===== src/rtl/ubds_div.sv =====
// Pipelined restoring divider, one quotient bit per stage, with a tag that
// travels alongside. No package dependency.
module ubds_div #(
   parameter int unsigned NW = 28,
   parameter int unsigned DW = 23,
   parameter int unsigned TW = 8
) (
   input  logic          clock,
   input  logic          reset,
   input  logic          en,
   input  logic          in_valid,
   input  logic [NW-1:0] in_num,
   input  logic [DW-1:0] in_den,
   input  logic [TW-1:0] in_tag,
   output logic          out_valid,
   output logic [NW-1:0] out_quo,
   output logic [TW-1:0] out_tag
);

   logic          v_ff   [NW];
   logic [DW-1:0] rem_ff [NW];
   logic [NW-1:0] num_ff [NW];
   logic [NW-1:0] quo_ff [NW];
   logic [DW-1:0] den_ff [NW];
   logic [TW-1:0] tag_ff [NW];

   for (genvar s = 0; s < NW; s++) begin : g_stage
      logic          v_prev;
      logic [DW-1:0] rem_prev;
      logic [NW-1:0] num_prev;
      logic [NW-1:0] quo_prev;
      logic [DW-1:0] den_prev;
      logic [TW-1:0] tag_prev;
      logic [DW:0]   trial;
      logic          ge;
      logic [DW:0]   diff;
      logic [DW-1:0] rem_in;

      if (s == 0) begin : g_first
         assign v_prev   = in_valid;
         assign rem_prev = '0;
         assign num_prev = in_num;
         assign quo_prev = '0;
         assign den_prev = in_den;
         assign tag_prev = in_tag;
      end else begin : g_next
         assign v_prev   = v_ff[s-1];
         assign rem_prev = rem_ff[s-1];
         assign num_prev = num_ff[s-1];
         assign quo_prev = quo_ff[s-1];
         assign den_prev = den_ff[s-1];
         assign tag_prev = tag_ff[s-1];
      end

      // Bring down the next dividend bit and subtract when it fits.
      assign trial  = {rem_prev, num_prev[NW-1]};
      assign ge     = trial >= {1'b0, den_prev};
      assign diff   = trial - {1'b0, den_prev};
      assign rem_in = ge ? diff[DW-1:0] : trial[DW-1:0];

      always_ff @(posedge clock) begin
         if (reset) begin
            v_ff[s] <= 1'b0;
         end else if (en) begin
            v_ff[s] <= v_prev;
         end
      end

      always_ff @(posedge clock) begin
         if (en) begin
            rem_ff[s] <= rem_in;
            num_ff[s] <= {num_prev[NW-2:0], 1'b0};
            quo_ff[s] <= {quo_prev[NW-2:0], ge};
            den_ff[s] <= den_prev;
            tag_ff[s] <= tag_prev;
         end
      end
   end

   assign out_valid = v_ff[NW-1];
   assign out_quo   = quo_ff[NW-1];
   assign out_tag   = tag_ff[NW-1];

endmodule


===== config.mk =====
export PLATFORM = sky130hd
export DESIGN_NAME = ubds_div
export DESIGN_NICKNAME = d
export VERILOG_FILES = /design/src/rtl/ubds_div.sv
export SDC_FILE = /design/constraint.sdc
export NUM_CORES = 2
export LEC_CHECK = 0
export BUFFER_PORTS_ARGS = -buffer_cell sky130_fd_sc_hd__buf_2
export CORE_ASPECT_RATIO = 2
export CORE_MARGIN = 4
export CORE_UTILIZATION = 30
export DETAILED_ROUTE_END_ITERATION = 10
export GPL_TIMING_DRIVEN = 0
export SETUP_SLACK_MARGIN = 0.05
export SLEW_MARGIN = 0
export SYNTH_ARGS = -nofsm -noshare
export SYNTH_HDL_FRONTEND = slang
export SYNTH_SLANG_ARGS = --single-unit

===== constraint.sdc =====
create_clock -name clock -period 3.3 [get_ports clock]
set_input_delay 0.33 -clock clock [delete_from_list [all_inputs] [get_ports clock]]
set_output_delay 0.33 -clock clock [all_outputs]
set_load 0.03 [all_outputs]

==> results.sh <==
export IMPL_outcome="finished with violations"
export IMPL_violations="setup timing"
export IMPL_dp_final_hpwl_um=207000
export IMPL_skew_ns=0.116
export IMPL_drt_antenna_violating_nets=0
export IMPL_fin_ws_ns=-0.790
export IMPL_synth_top_area_frac=0.640
export IMPL_place_inst=12800
export IMPL_synth_most_common_cell="edfxtp_1"
export IMPL_die_y_um=852
export IMPL_core_um2=355000
export IMPL_vias=66600
export IMPL_rows=309
export IMPL_finalMaxSlewViolations=0
export IMPL_drt_total_wl_um=293000
export IMPL_layoutNonFillerInstCount=13700
export IMPL_synth_top_cell_by_area="edfxtp_1"
export IMPL_vias_per_cell=4.85
export IMPL_start_kind="register"
export IMPL_cts_root_buf="clkbuf_16"
export IMPL_vdd_ir_drop_max_mv=0.517
export IMPL_cts_tree="built"
export IMPL_slew_headroom=0.253
export IMPL_clock_sinks=2278
export IMPL_drc=0
export IMPL_r2r_slack_ns=-0.79
export IMPL_grt_max_degree=184
export IMPL_cts_buffers=225
export IMPL_grtUsageTotal=0.153
export IMPL_grt_pass1_vias=72800
export IMPL_crit_top_cell="a211oi_4"
export IMPL_port_buffers=99
export IMPL_ys_seq_elements=2278
export IMPL_wl_per_cell_um=21.4
export IMPL_synthCells=8068
export IMPL_ys_top_cells_by_count="2278 x edfxtp_1, 784 x inv_1, 623 x ha_1"
export IMPL_htree_levels=4
export IMPL_ys_types=91
export IMPL_critical_path_slowest_cell="edfxtp_1"
export IMPL_arrival_ns=4.73
export IMPL_path_clk_slew_ns=0.07
export IMPL_ys_async_sr_fraction=0
export IMPL_cts_buffer_depth=4
export IMPL_synth_cell_area_um2=107000
export IMPL_grt_pass1_wl_um=423000
export IMPL_tns_ns=-53.76
export IMPL_drtIter0Drc=3420
export IMPL_ios=100
export IMPL_fmax_ghz=0.245
export IMPL_critical_path_max_fanout=8
export IMPL_synth_nets=8780
export IMPL_placed_cell_area_um2=114000
export IMPL_hold_slack_ns=0.0163
export IMPL_antenna_found_initial=11
export IMPL_hold_viol=0
export IMPL_syn_area_per_cell_um2=13.3
export IMPL_critical_path_max_stage_delay_ns=0.86
export IMPL_ys_seq_area_frac=0.640
export IMPL_layout_drive_gt1_share=0.199
export IMPL_clkLatencyLatePin_ns=0.94
export IMPL_gr_total_overflow=0
export IMPL_crit_type="reg2reg"
export IMPL_syn_to_final_growth_pct=22.9
export IMPL_dieWidth_um=430
export IMPL_stdcell_area_um2=131000
export IMPL_fillers=33200
export IMPL_critPathRequiredTime_ns=3.95
export IMPL_gp_congestion=0.947
export IMPL_start_util=0.302
export IMPL_layout_nets=9561
export IMPL_place_ws_ns=-2.60
export IMPL_die_area_um2=367000
export IMPL_p_per_area_nw_per_um2=983
export IMPL_ff2ff_path_depth=14
export IMPL_end_kind="register"
export IMPL_ys_flop_type="edfxtp_1"
export IMPL_min_path_type="in2reg"
export IMPL_min_path_cells=2
export IMPL_setup_viol=212
export IMPL_synth_edff_count=2278
export IMPL_worst_pin_slew_ns=1.11
export IMPL_drt_pass1_iter_count=6
export IMPL_yosys_warnings=0
export IMPL_post_route_period_util=1.24
export IMPL_critical_path_cell_chain="inv_2 > ha_4 > fa_2 > nor2b_4 > o31ai_4 > a211oi_4 > o21ai_4 > a32oi_4 > a211oi_4 > o31ai_2 > a211o_1 > buf_12 > buf_16 > mux2_4"
export IMPL_leakagePower_nw=51.0
export IMPL_synthTopCellsByArea="edfxtp_1 64%, ha_1 7.3%, inv_1 2.8%"
export IMPL_layout_min_cycle_time_ns=4.09
export IMPL_cap_viol_max_count=0
export IMPL_grt_setup_unrepaired="true"
==> per-stage QoR <==
stage | total power, mW | util
after global routing | 136 | 0.371
after global placement | 88.4 | 0.320
final | 129 | 0.371
after floorplan | 74.0 | -
after detailed placement | 89.4 | 0.321
after CTS | 127 | 0.365
==> critical path: cells and delay by family, from the launching register on <==
kind | cells | cell delay [ns]
compound gates | 7 | 1.48
buf+inv | 3 | 0.47
fa+ha+maj | 2 | 0.57
flops | 1 | 0.86
mux | 1 | 0.30
simple gates | 1 | 0.17
==> layout by cell type (no fill, tap or decap), types with 99 or more instances in the layout <==
cell	count
xnor2_1	298
mux2_4	135
edfxtp_1	2278
buf_2	99
xor2_1	177
inv_1	762
ha_1	589
nand2_1	417
mux2_2	116
o21ai_0	357
buf_4	250
nor2_1	341
a21oi_1	469
a21o_1	277
clkbuf_16	270
==> repair_timing <==
action | CTS | global route
endpoints found under the hold margin | 152 | 0
setup buffers | 281 | 91
gates resized for setup | 1170 | 378
setup endpoints to repair | 795 | 1115
pin swaps | 220 | 165
hold buffers | 66 | 0
cloned | 30 | 12
==> cell type report <==
| type | instances | area [um^2] | area share |
|---|---|---|---|
| clock buffers | 259 | 5820 | 0.0443 |
| inverters | 786 | 3030 | 0.0231 |
| repair buffers | 572 | 6060 | 0.0461 |
| plain buffers | 133 | 1630 | 0.0124 |
| clock inverters | 151 | 1400 | 0.0107 |
| flip-flops and latches | 2278 | 68400 | 0.521 |
| multi-input cells | 4853 | 39200 | 0.298 |
| well taps | 4665 | 5840 | 0.0444 |
| diodes | 24 | 60.1 | 0.000457 |
==> power by group <==
part / switching, mW / total (mW) / internal, mW
clock network: 11.5 / 25.9 / 14.4
registers: 3.01 / 42.9 / 39.9
logic: 33.3 / 60.3 / 27.0
total: 47.9 / 129 / 81.3
==> flip-flops by register name, indices dropped and copies added (netlist names) <==
register  count
den_ff      621
num_ff      378
quo_ff      406
rem_ff      621
tag_ff      224
v_ff         28
==> layer usage <==
| layer | global-route usage | part of all wire | vias to the layer above |
|---|---|---|---|
| li1 | - | - | 31400 |
| met1 | 0.0950 | 0.24 | 32600 |
| met2 | 0.335 | 0.61 | 1559 |
| met3 | 0.0185 | 0.025 | 1041 |
| met4 | 0.161 | 0.13 | 2 |
| met5 | 0 | 0.000038 | - |
==> final timing paths <==
path,end,start
max,rem_ff[22][21],num_ff[21][26]
min,num_ff[2][8],en
min reg2reg,den_ff[2][74],den_ff[2][51]
max reg2reg,rem_ff[22][21],num_ff[21][26]
==> logic make-up (layout without fill, tap and decap cells) <==
family                     Yosys count  in the layout  share of synthesized area
DFF                               2278           2278                      0.640
xor gates and xnor gates           476            476                     0.0390
buffers and inverters              937           1901                     0.0335
adders and majority gates          649            649                     0.0778
muxes                              283            283                     0.0300
and+or+nand+nor                   1542           1542                     0.0688
AOI/OAI and AO/OA                 1903           1903                      0.111
other                                0             24                          0
Power figures use the tool's default switching activity.
